--- config.mk ---
export PLATFORM = sky130hd
export DESIGN_NAME = k_nearest_neighbor_list
export DESIGN_NICKNAME = d
export VERILOG_FILES = /design/src/rtl/core/knnl_pkg.sv /design/src/rtl/core/k_nearest_neighbor_list.sv /design/src/rtl/core/knnl_dp.sv /design/src/rtl/core/knnl_ctrl.sv
export SDC_FILE = /design/constraint.sdc
export NUM_CORES = 2
export LEC_CHECK = 0
export BUFFER_PORTS_ARGS = -buffer_cell sky130_fd_sc_hd__buf_2
export CORE_ASPECT_RATIO = 0.7
export CORE_MARGIN = 2
export CORE_UTILIZATION = 65
export CTS_BUF_LIST = sky130_fd_sc_hd__clkbuf_16
export CTS_CLUSTER_DIAMETER = 40
export CTS_CLUSTER_SIZE = 12
export DETAILED_ROUTE_END_ITERATION = 10
export PLACE_DENSITY = 0.89
export SLEW_MARGIN = 20
export SYNTH_ARGS = -nofsm -noshare
export SYNTH_HDL_FRONTEND = slang
export SYNTH_SLANG_ARGS = --single-unit
--- constraint.sdc ---
create_clock -name i_clk -period 12.4 [get_ports i_clk]
set_input_delay 1.24 -clock i_clk [delete_from_list [all_inputs] [get_ports i_clk]]
set_output_delay 1.24 -clock i_clk [all_outputs]
set_load 0.02 [all_outputs]
--- src/rtl/core/knnl_pkg.sv ---
// ----------------------------------------------------------------------------
// knnl_pkg
// Shared constants, codes and control types of the nearest neighbor list.
// ----------------------------------------------------------------------------
package knnl_pkg;

    // List storage.
    localparam int LIST_DEPTH = 16;
    localparam int ID_BITS    = 16;
    localparam int IDX_W      = (LIST_DEPTH > 1) ? $clog2(LIST_DEPTH) : 1;
    localparam int CNT_W      = $clog2(LIST_DEPTH + 1);

    // Field widths.
    localparam int CMD_W      = 2;
    localparam int ID_W       = 16;
    localparam int POS_W      = 16;
    localparam int DIFF_W     = POS_W + 1;
    localparam int SQ_W       = 2 * POS_W + 1;
    localparam int SUM_W      = SQ_W + 1;
    localparam int DIST_W     = 36;
    localparam int SLOT_W     = 4;
    localparam int HELD_W     = 5;
    localparam int KEEP_W     = 5;
    localparam int CAP_W      = (CNT_W > KEEP_W) ? CNT_W : KEEP_W;

    // Configuration port.
    localparam int CFG_IDX_W  = 3;
    localparam int CFG_DATA_W = 36;

    localparam logic [CFG_IDX_W-1:0] CFG_QUERY_ID    = 3'd0;
    localparam logic [CFG_IDX_W-1:0] CFG_QUERY_X     = 3'd1;
    localparam logic [CFG_IDX_W-1:0] CFG_QUERY_Y     = 3'd2;
    localparam logic [CFG_IDX_W-1:0] CFG_START_RANGE = 3'd3;
    localparam logic [CFG_IDX_W-1:0] CFG_KEEP_COUNT  = 3'd4;

    localparam logic [DIST_W-1:0] RANGE_RESET = 36'h8_0000_0000;
    localparam logic [KEEP_W-1:0] KEEP_RESET  = 5'd16;

    // Command codes of an input word.
    localparam logic [CMD_W-1:0] CMD_CLEAR = 2'd0;
    localparam logic [CMD_W-1:0] CMD_OFFER = 2'd1;
    localparam logic [CMD_W-1:0] CMD_READ  = 2'd2;

    // Controller to datapath.
    typedef struct packed {
        logic load;        // capture candidate, form coordinate differences
        logic clear;       // empty the list, reload the range
        logic square;      // square the differences
        logic insert;      // compare against all slots, shift and place
        logic range_upd;   // shrink the range to the farthest entry if accepted and full
        logic rd_start;    // rewind the read-out index
        logic emit_status; // load a status word into the output register
        logic emit_entry;  // load a list word into the output register
    } t_dp_cmd;

    // Datapath to controller.
    typedef struct packed {
        logic out_free;    // output register can take a word this cycle
        logic list_empty;  // no entries held
        logic rd_last;     // read-out index points at the last entry
    } t_dp_stat;

endpackage

--- src/rtl/core/k_nearest_neighbor_list.sv ---
// ----------------------------------------------------------------------------
// k_nearest_neighbor_list
// Keeps the nearest candidates to a query point, sorted by squared distance.
// ----------------------------------------------------------------------------
// The block holds up to keep_count (at most 16) candidates nearest to the
// query point, in ascending order of squared distance, ties kept in arrival
// order. Each input word carries a command. A clear empties the list and loads
// the search range from start_range_sq; its status word is then loaded in the
// emit state. An offer forms the coordinate differences at the edge that
// accepts it and then passes through the square state, which registers the
// results of the two 17 by 17 squaring multipliers, the insert state, in which
// the summed distance is compared against every slot at once and the list
// shifts to open the insert slot, the range state, in which the range shrinks
// to the farthest entry if the offer was accepted and the list is full, and
// the emit state, which loads its status word; the input stays stalled
// throughout. A read streams one word per cycle while the output register is
// not stalled, one for each entry held (one word when empty). The sequencer
// handles one word at a time; stall on the input stays high until the last
// result of the word has been loaded into the output register, which then
// waits on its own while the next word is taken. A full output register that
// is stalled holds the emit and read states. Command code 3 is accepted and
// produces no result. Distances are exact: positions are signed 8.8 fixed
// point, squared distances carry 16 fraction bits. Offers from the query's own
// id are ignored. Configuration is written through a plain write port; the
// user must write it only while the block is idle, not enforced by the block.
// ----------------------------------------------------------------------------
module k_nearest_neighbor_list (
    input  logic                                 i_clk,
    input  logic                                 i_rst_n,

    // Configuration write port.
    input  logic                                 i_cfg_we,
    input  logic [knnl_pkg::CFG_IDX_W-1:0]       i_cfg_index,
    input  logic [knnl_pkg::CFG_DATA_W-1:0]      i_cfg_data,

    // Input words.
    input  logic                                 i_in_valid,
    output logic                                 o_in_stall,
    input  logic [knnl_pkg::CMD_W-1:0]           i_cmd,
    input  logic [knnl_pkg::ID_W-1:0]            i_cand_id,
    input  logic signed [knnl_pkg::POS_W-1:0]    i_cand_x,
    input  logic signed [knnl_pkg::POS_W-1:0]    i_cand_y,

    // Result words.
    output logic                                 o_out_valid,
    input  logic                                 i_out_stall,
    output logic                                 o_accepted,
    output logic [knnl_pkg::SLOT_W-1:0]          o_slot,
    output logic [knnl_pkg::HELD_W-1:0]          o_held,
    output logic [knnl_pkg::DIST_W-1:0]          o_range_now,
    output logic [knnl_pkg::ID_W-1:0]            o_entry_id,
    output logic [knnl_pkg::DIST_W-1:0]          o_entry_dist_sq,
    output logic                                 o_last
);
    import knnl_pkg::*;

    // Commands from the sequencer and status back from the datapath.
    t_dp_cmd  dp_ctl;
    t_dp_stat dp_stat;

    knnl_ctrl u_ctrl (
        .i_clk      (i_clk),
        .i_rst_n    (i_rst_n),
        .i_in_valid (i_in_valid),
        .i_cmd      (i_cmd),
        .o_in_stall (o_in_stall),
        .i_stat     (dp_stat),
        .o_ctl      (dp_ctl)
    );

    // The datapath holds the list as a row of slot registers; every slot
    // compares itself with the new distance in the same cycle; the insert slot
    // takes the new entry and each later slot takes its preceding neighbor's contents.
    knnl_dp u_dp (
        .i_clk           (i_clk),
        .i_rst_n         (i_rst_n),
        .i_cfg_we        (i_cfg_we),
        .i_cfg_index     (i_cfg_index),
        .i_cfg_data      (i_cfg_data),
        .i_cand_id       (i_cand_id),
        .i_cand_x        (i_cand_x),
        .i_cand_y        (i_cand_y),
        .i_ctl           (dp_ctl),
        .o_stat          (dp_stat),
        .i_out_stall     (i_out_stall),
        .o_out_valid     (o_out_valid),
        .o_accepted      (o_accepted),
        .o_slot          (o_slot),
        .o_held          (o_held),
        .o_range_now     (o_range_now),
        .o_entry_id      (o_entry_id),
        .o_entry_dist_sq (o_entry_dist_sq),
        .o_last          (o_last)
    );

endmodule

--- src/rtl/core/knnl_dp.sv ---
// ----------------------------------------------------------------------------
// knnl_dp
// Datapath: configuration registers, distance arithmetic, the sorted list
// with parallel compare-and-shift insertion, and the output register.
// ----------------------------------------------------------------------------
module knnl_dp (
    input  logic                                 i_clk,
    input  logic                                 i_rst_n,
    input  logic                                 i_cfg_we,
    input  logic [knnl_pkg::CFG_IDX_W-1:0]       i_cfg_index,
    input  logic [knnl_pkg::CFG_DATA_W-1:0]      i_cfg_data,
    input  logic [knnl_pkg::ID_W-1:0]            i_cand_id,
    input  logic signed [knnl_pkg::POS_W-1:0]    i_cand_x,
    input  logic signed [knnl_pkg::POS_W-1:0]    i_cand_y,
    input  knnl_pkg::t_dp_cmd                    i_ctl,
    output knnl_pkg::t_dp_stat                   o_stat,
    input  logic                                 i_out_stall,
    output logic                                 o_out_valid,
    output logic                                 o_accepted,
    output logic [knnl_pkg::SLOT_W-1:0]          o_slot,
    output logic [knnl_pkg::HELD_W-1:0]          o_held,
    output logic [knnl_pkg::DIST_W-1:0]          o_range_now,
    output logic [knnl_pkg::ID_W-1:0]            o_entry_id,
    output logic [knnl_pkg::DIST_W-1:0]          o_entry_dist_sq,
    output logic                                 o_last
);
    import knnl_pkg::*;

    // Configuration.
    logic [ID_W-1:0]          r_qid;
    logic signed [POS_W-1:0]  r_qx;
    logic signed [POS_W-1:0]  r_qy;
    logic [DIST_W-1:0]        r_start;
    logic [KEEP_W-1:0]        r_keep;

    // Item in flight.
    logic [ID_BITS-1:0]       r_cid;
    logic signed [DIFF_W-1:0] r_dx;
    logic signed [DIFF_W-1:0] r_dy;
    logic [SQ_W-1:0]          r_sqx;
    logic [SQ_W-1:0]          r_sqy;

    // List and its control state.
    logic [DIST_W-1:0]        r_dist [LIST_DEPTH];
    logic [ID_BITS-1:0]       r_id   [LIST_DEPTH];
    logic [CNT_W-1:0]         r_fill;
    logic [DIST_W-1:0]        r_range;
    logic                     r_acc;
    logic [IDX_W-1:0]         r_slot;
    logic [IDX_W-1:0]         r_rd_idx;

    // Output register.
    logic                     r_out_valid;
    logic                     r_o_acc;
    logic [SLOT_W-1:0]        r_o_slot;
    logic [HELD_W-1:0]        r_o_held;
    logic [DIST_W-1:0]        r_o_range;
    logic [ID_W-1:0]          r_o_eid;
    logic [DIST_W-1:0]        r_o_edist;
    logic                     r_o_last;

    logic signed [2*DIFF_W-1:0] prod_x;
    logic signed [2*DIFF_W-1:0] prod_y;
    logic [SUM_W-1:0]         d_sum;
    logic [DIST_W-1:0]        d_new;
    logic [CAP_W-1:0]         keep_ext;
    logic [CAP_W-1:0]         cap_sat;
    logic [CNT_W-1:0]         cap;
    logic [CNT_W-1:0]         fill_m1;
    logic [CNT_W-1:0]         limit;
    logic                     can_append;
    logic                     ins_ok;
    logic [LIST_DEPTH-1:0]    lt;
    logic [LIST_DEPTH-1:0]    ge;
    logic [IDX_W-1:0]         pos;
    logic [DIST_W-1:0]        src_dist [LIST_DEPTH];
    logic [ID_BITS-1:0]       src_id   [LIST_DEPTH];
    logic [IDX_W-1:0]         rd_addr;
    logic [DIST_W-1:0]        rd_dist;
    logic                     out_free;

    assign prod_x = r_dx * r_dx;
    assign prod_y = r_dy * r_dy;

    assign d_sum = {1'b0, r_sqx} + {1'b0, r_sqy};
    assign d_new = DIST_W'(d_sum);

    assign keep_ext = CAP_W'(r_keep);
    assign cap_sat  = (keep_ext > CAP_W'(LIST_DEPTH)) ? CAP_W'(LIST_DEPTH) : keep_ext;
    assign cap      = CNT_W'(cap_sat);

    assign fill_m1    = r_fill - CNT_W'(1);
    assign can_append = (r_fill < cap);
    assign limit      = can_append ? r_fill : fill_m1;

    always_comb begin
        for (int i = 0; i < LIST_DEPTH; i++) begin
            lt[i] = (d_new < r_dist[i]);
            ge[i] = (CNT_W'(i) >= limit) | lt[i];
        end
    end

    // The list is sorted, so ge is a run of ones starting at the insert slot.
    always_comb begin
        pos = '0;
        for (int i = LIST_DEPTH - 1; i >= 0; i--) begin
            if (ge[i]) begin
                pos = IDX_W'(i);
            end
        end
    end

    assign ins_ok = (cap != '0) && (r_cid != ID_BITS'(r_qid)) && (d_new < r_range)
                    && (can_append || lt[fill_m1[IDX_W-1:0]]);

    always_comb begin
        src_dist[0] = d_new;
        src_id[0]   = r_cid;
        for (int i = 1; i < LIST_DEPTH; i++) begin
            src_dist[i] = ge[i-1] ? r_dist[i-1] : d_new;
            src_id[i]   = ge[i-1] ? r_id[i-1]   : r_cid;
        end
    end

    // Single read port, shared by range update and read-out.
    assign rd_addr = i_ctl.range_upd ? fill_m1[IDX_W-1:0] : r_rd_idx;
    assign rd_dist = r_dist[rd_addr];

    assign out_free          = !r_out_valid || !i_out_stall;
    assign o_stat.out_free   = out_free;
    assign o_stat.list_empty = (r_fill == '0);
    assign o_stat.rd_last    = (CNT_W'(r_rd_idx) == fill_m1);

    always_ff @(posedge i_clk) begin
        if (!i_rst_n) begin
            r_qid   <= '0;
            r_qx    <= '0;
            r_qy    <= '0;
            r_start <= RANGE_RESET;
            r_keep  <= KEEP_RESET;
        end else if (i_cfg_we) begin
            case (i_cfg_index)
                CFG_QUERY_ID:    r_qid   <= i_cfg_data[ID_W-1:0];
                CFG_QUERY_X:     r_qx    <= i_cfg_data[POS_W-1:0];
                CFG_QUERY_Y:     r_qy    <= i_cfg_data[POS_W-1:0];
                CFG_START_RANGE: r_start <= i_cfg_data[DIST_W-1:0];
                CFG_KEEP_COUNT:  r_keep  <= i_cfg_data[KEEP_W-1:0];
                default: ;
            endcase
        end
    end

    // Payload registers: no reset.
    always_ff @(posedge i_clk) begin
        if (i_ctl.load) begin
            r_cid <= ID_BITS'(i_cand_id);
            r_dx  <= {i_cand_x[POS_W-1], i_cand_x} - {r_qx[POS_W-1], r_qx};
            r_dy  <= {i_cand_y[POS_W-1], i_cand_y} - {r_qy[POS_W-1], r_qy};
        end
        if (i_ctl.square) begin
            r_sqx <= prod_x[SQ_W-1:0];
            r_sqy <= prod_y[SQ_W-1:0];
        end
        if (i_ctl.insert && ins_ok) begin
            for (int i = 0; i < LIST_DEPTH; i++) begin
                if (ge[i] && (CNT_W'(i) <= limit)) begin
                    r_dist[i] <= src_dist[i];
                    r_id[i]   <= src_id[i];
                end
            end
        end
    end

    always_ff @(posedge i_clk) begin
        if (!i_rst_n) begin
            r_fill   <= '0;
            r_range  <= RANGE_RESET;
            r_acc    <= 1'b0;
            r_slot   <= '0;
            r_rd_idx <= '0;
        end else begin
            if (i_ctl.clear) begin
                r_fill  <= '0;
                r_range <= r_start;
                r_acc   <= 1'b0;
                r_slot  <= '0;
            end
            if (i_ctl.insert) begin
                r_acc  <= ins_ok;
                r_slot <= ins_ok ? pos : '0;
                if (ins_ok && can_append) begin
                    r_fill <= r_fill + CNT_W'(1);
                end
            end
            if (i_ctl.range_upd && r_acc && (r_fill >= cap)) begin
                r_range <= rd_dist;
            end
            if (i_ctl.rd_start) begin
                r_rd_idx <= '0;
            end else if (i_ctl.emit_entry) begin
                r_rd_idx <= r_rd_idx + IDX_W'(1);
            end
        end
    end

    always_ff @(posedge i_clk) begin
        if (!i_rst_n) begin
            r_out_valid <= 1'b0;
        end else if (i_ctl.emit_status || i_ctl.emit_entry) begin
            r_out_valid <= 1'b1;
        end else if (!i_out_stall) begin
            r_out_valid <= 1'b0;
        end
    end

    always_ff @(posedge i_clk) begin
        if (i_ctl.emit_status) begin
            r_o_acc   <= r_acc;
            r_o_slot  <= SLOT_W'(r_slot);
            r_o_held  <= HELD_W'(r_fill);
            r_o_range <= r_range;
            r_o_eid   <= '0;
            r_o_edist <= '0;
            r_o_last  <= 1'b1;
        end else if (i_ctl.emit_entry) begin
            r_o_acc   <= 1'b0;
            r_o_held  <= HELD_W'(r_fill);
            r_o_range <= r_range;
            if (r_fill == '0) begin
                r_o_slot  <= '0;
                r_o_eid   <= '0;
                r_o_edist <= '0;
                r_o_last  <= 1'b1;
            end else begin
                r_o_slot  <= SLOT_W'(r_rd_idx);
                r_o_eid   <= ID_W'(r_id[r_rd_idx]);
                r_o_edist <= rd_dist;
                r_o_last  <= o_stat.rd_last;
            end
        end
    end

    assign o_out_valid     = r_out_valid;
    assign o_accepted      = r_o_acc;
    assign o_slot          = r_o_slot;
    assign o_held          = r_o_held;
    assign o_range_now     = r_o_range;
    assign o_entry_id      = r_o_eid;
    assign o_entry_dist_sq = r_o_edist;
    assign o_last          = r_o_last;

    a_fill_bound: assert property (@(posedge i_clk) disable iff (!i_rst_n)
        r_fill <= CNT_W'(LIST_DEPTH))
        else $error("list fill count beyond depth");

    a_emit_free: assert property (@(posedge i_clk) disable iff (!i_rst_n)
        (i_ctl.emit_status || i_ctl.emit_entry) |-> out_free)
        else $error("output word loaded over a pending word");

    a_clear_empties: assert property (@(posedge i_clk) disable iff (!i_rst_n)
        i_ctl.clear |=> (r_fill == '0 && r_range == $past(r_start)))
        else $error("clear did not empty list and reload range");

    a_insert_grows: assert property (@(posedge i_clk) disable iff (!i_rst_n)
        i_ctl.insert |=> (r_fill >= $past(r_fill)))
        else $error("insertion shrank the list");

endmodule

--- src/rtl/core/knnl_ctrl.sv ---
// ----------------------------------------------------------------------------
// knnl_ctrl
// Sequencer: steps each input word through the datapath and paces results.
// ----------------------------------------------------------------------------
module knnl_ctrl (
    input  logic                          i_clk,
    input  logic                          i_rst_n,
    input  logic                          i_in_valid,
    input  logic [knnl_pkg::CMD_W-1:0]    i_cmd,
    output logic                          o_in_stall,
    input  knnl_pkg::t_dp_stat            i_stat,
    output knnl_pkg::t_dp_cmd             o_ctl
);
    import knnl_pkg::*;

    typedef enum logic [2:0] {
        ST_IDLE,
        ST_SQUARE,
        ST_INSERT,
        ST_RANGE,
        ST_EMIT,
        ST_READ
    } t_state;

    t_state r_state;
    t_state n_state;

    assign o_in_stall = (r_state != ST_IDLE);

    always_comb begin
        n_state = r_state;
        o_ctl   = '0;
        case (r_state)
            ST_IDLE: begin
                if (i_in_valid) begin
                    case (i_cmd)
                        CMD_CLEAR: begin
                            o_ctl.clear = 1'b1;
                            n_state     = ST_EMIT;
                        end
                        CMD_OFFER: begin
                            o_ctl.load = 1'b1;
                            n_state    = ST_SQUARE;
                        end
                        CMD_READ: begin
                            o_ctl.rd_start = 1'b1;
                            n_state        = ST_READ;
                        end
                        default: ; // unused code: word taken, nothing produced
                    endcase
                end
            end
            ST_SQUARE: begin
                o_ctl.square = 1'b1;
                n_state      = ST_INSERT;
            end
            ST_INSERT: begin
                o_ctl.insert = 1'b1;
                n_state      = ST_RANGE;
            end
            ST_RANGE: begin
                o_ctl.range_upd = 1'b1;
                n_state         = ST_EMIT;
            end
            ST_EMIT: begin
                if (i_stat.out_free) begin
                    o_ctl.emit_status = 1'b1;
                    n_state           = ST_IDLE;
                end
            end
            ST_READ: begin
                if (i_stat.out_free) begin
                    o_ctl.emit_entry = 1'b1;
                    if (i_stat.list_empty || i_stat.rd_last) begin
                        n_state = ST_IDLE;
                    end
                end
            end
            default: n_state = ST_IDLE;
        endcase
    end

    always_ff @(posedge i_clk) begin
        if (!i_rst_n) begin
            r_state <= ST_IDLE;
        end else begin
            r_state <= n_state;
        end
    end

endmodule
==> metrics.txt <==
run status finished clean; drt first pass iters 10; max-slew violation count 0; TritonCTS clock tree done; Critical Path RT roughly 13,000 ps; CP top delay family compound AO/OA/AOI/OAI gates; Routed WL per cell 27.79 um; I/O pins 195; CTS Buf Count roughly 150; clock-pin transition on the worst setup and hold timing paths ~60 ps; Final Hold Vio Count 0; CTS Buffer Depth 3; CTS Sinks about 1,200; largest net degree at the start of global routing 97; Critical Path AT between 9000 and 10,000 ps; cts hold-fix bufs 0; clock period minus worst slack ~9000 ps; Die Width around 440 um; ys flop type edfxtp_1; maxcap violations 0; sequential area share after synthesis a little under two fifths; kind of critical path reg -> reg; final setup violation count 0; Layout Nets 9,541; gr usage total 40.14%; placed wire-length estimate 195,300 um; synth cell count leaders 1,222 x inv_1, 960 x edfxtp_1, 811 x nand2_1; clock skew ~52 ps; initial drt markers between 9,000 and 10,000; area leader, netlist edfxtp_1; Yosys Warn Count 0; root buf cell clkbuf_16; DRC Markers 0; Hold/Removal Path Class reg -> reg; crit end category flip-flop; row count ~110; CTS HTree Levels 4; CP Launch Type flip-flop; DR vias 67,648; initial antenna violation count 24; Max stage delay on crit path between 800 and 900 ps; clk_lat worst skew ~820 ps; Post-synth ARST share 0%; Synth area leaders edfxtp_1 33%, fa_1 12%, ha_1 11%, mux2_2 5.8%, inv_1 5.2%; synthesized area per cell about 11 um^2; post-CTS setup buffers 0; Syn Inst Count 8,022; final instance area approximately 0.096 mm^2; RSZ-0062 raised after global routing no; buffers added on ports 192; Detail Route Antenna Nets 0; worst-path cell chain ha_1, a211oi_1, o21ai_0, nand3_1, a2111oi_0, nor3_1, nor3b_1, o21a_1, nor2_2, buf_4, ha_1, nor4_1, nand2_1, a311oi_1, o211ai_1, o32ai_1, o21a_1, o31ai_1, o211ai_1, o21ai_4, nor3_2, buf_4; die height 311.4 um; gp weighted congestion between 1 and 1.5; CP max FO 42; Synth Cell Area 0.08772 mm^2; Setup TNS 0 ps; Post-synth EDFFs 960; gr ovfl total 0; Post-DP Area 0.09087 mm^2; worst slew pin tran between 1000 and 1500 ps; Crit path buffers/inverters 2; most common cell in the synthesized netlist inv_1; CP max-delay cell a311oi_1; number of global-route vias before repair 68,388; final worst-path cycle share between 70 and 80%; Die Area ~0.14 mm^2; Vias/cell between 6 and 7; Syn-to-layout area delta 9.315%; Max Freq around 110 MHz; Core Area 0.1335 mm^2; Rel. slew slack a little over an eighth; CTS resizes 0; global-route wire length before repair 415,900 um; effective utilization at floorplan between 60% and 70%; total wire length roughly 280,000 um; register bit count reported by yosys 1,158; Cell variety after synth 92; ratio of cells with drive above 1 in the final layout between 10% and 20%; Fillers between 8,000 and 9,000; Synth top area share around a third
==> layer usage <==
layer	global-route usage, %	routed length (um)	vias to the layer above
met5	0	126	-
met4	18.59	14710	18
met3	16.60	46610	995
met2	57.34	116200	5570
met1	53.37	100600	32797
li1	-	-	28268
==> sequential cells by signal, summed over array words and instances, names as in the netlist, 32 cells and up, named ones only <==
signal                flops
u_dp.o_entry_dist_sq     34
u_dp.r_sqx               32
u_dp.r_id               256
u_dp.o_range_now         36
u_dp.r_start             36
u_dp.r_dist             544
u_dp.r_sqy               32
u_dp.r_range             36
==> cell families after synthesis <==
logic type,share of synthesized area (%)
AOI/OAI and AO/OA,9.436
adders and majority gates,23.52
other,0.004275
buffers and inverters,6.868
xor gates and xnor gates,1.418
muxes,12.28
DFF,37.38
and+or+nand+nor,9.082
==> final timing paths <==
kind                  from            endpoint  slack [ps]  depth (start not counted)
min           u_dp.r_qy[4]        u_dp.r_qy[4]         450                          2
max reg2reg  u_dp.r_sqy[3]  u_dp.r_dist[15][0]        3400                         22
max          u_dp.r_sqy[3]  u_dp.r_dist[15][0]        3400                         22
min reg2reg   u_dp.r_qy[4]        u_dp.r_qy[4]         450                          2
==> layout make-up <==
class / count / area [um^2] / share of cell area, %
flip-flops and latches: 1158 / 32800 / 34.20
clock inverters: 113 / 1062 / 1.108
multi-input cells: 5286 / 49490 / 51.61
repair buffers: 301 / 1804 / 1.882
well taps: 1767 / 2211 / 2.306
diodes: 8 / 20.02 / 0.02088
clock buffers: 156 / 3904 / 4.071
inverters: 1225 / 4601 / 4.798
==> layout by cell type (no fill, tap or decap), types with 195 or more instances in the layout <==
master | Yosys | layout
o21ai_0 | 340 | 338
edfxtp_1 | 960 | 960
dfxtp_1 | 198 | 195
inv_1 | 1222 | 1260
mux4_2 | 201 | 201
ha_1 | 798 | 798
a21oi_1 | 365 | 363
fa_1 | 532 | 532
nor2_1 | 293 | 280
nand2_1 | 811 | 810
mux2_2 | 451 | 451
==> worst register-to-register path: cells and delay by family, from the launching register on <==
family                     cells  cell delay, ps
buffers and inverters          2            1150
and+or+nand+nor                7            2070
DFF                            1             380
AOI/OAI and AO/OA             11            4270
adders and majority gates      2             690
==> stage by stage <==
stage	utilization, %	std cells	hold WS (ps)	setup WS (ps)
6_report	71.80	10014	454.3	3397
5_1_grt	71.79	10007	474.0	3193
4_1_cts	71.76	10006	455.2	4000
3_5_place_dp	68.04	9737	440.6	4073
3_3_place_gp	68.03	9736	433.4	4291
2_1_floorplan	-	8023	422.2	2599
Power is not shown: default switching activity piles up to over one toggle a cycle in this logic, so the estimate is an artifact.
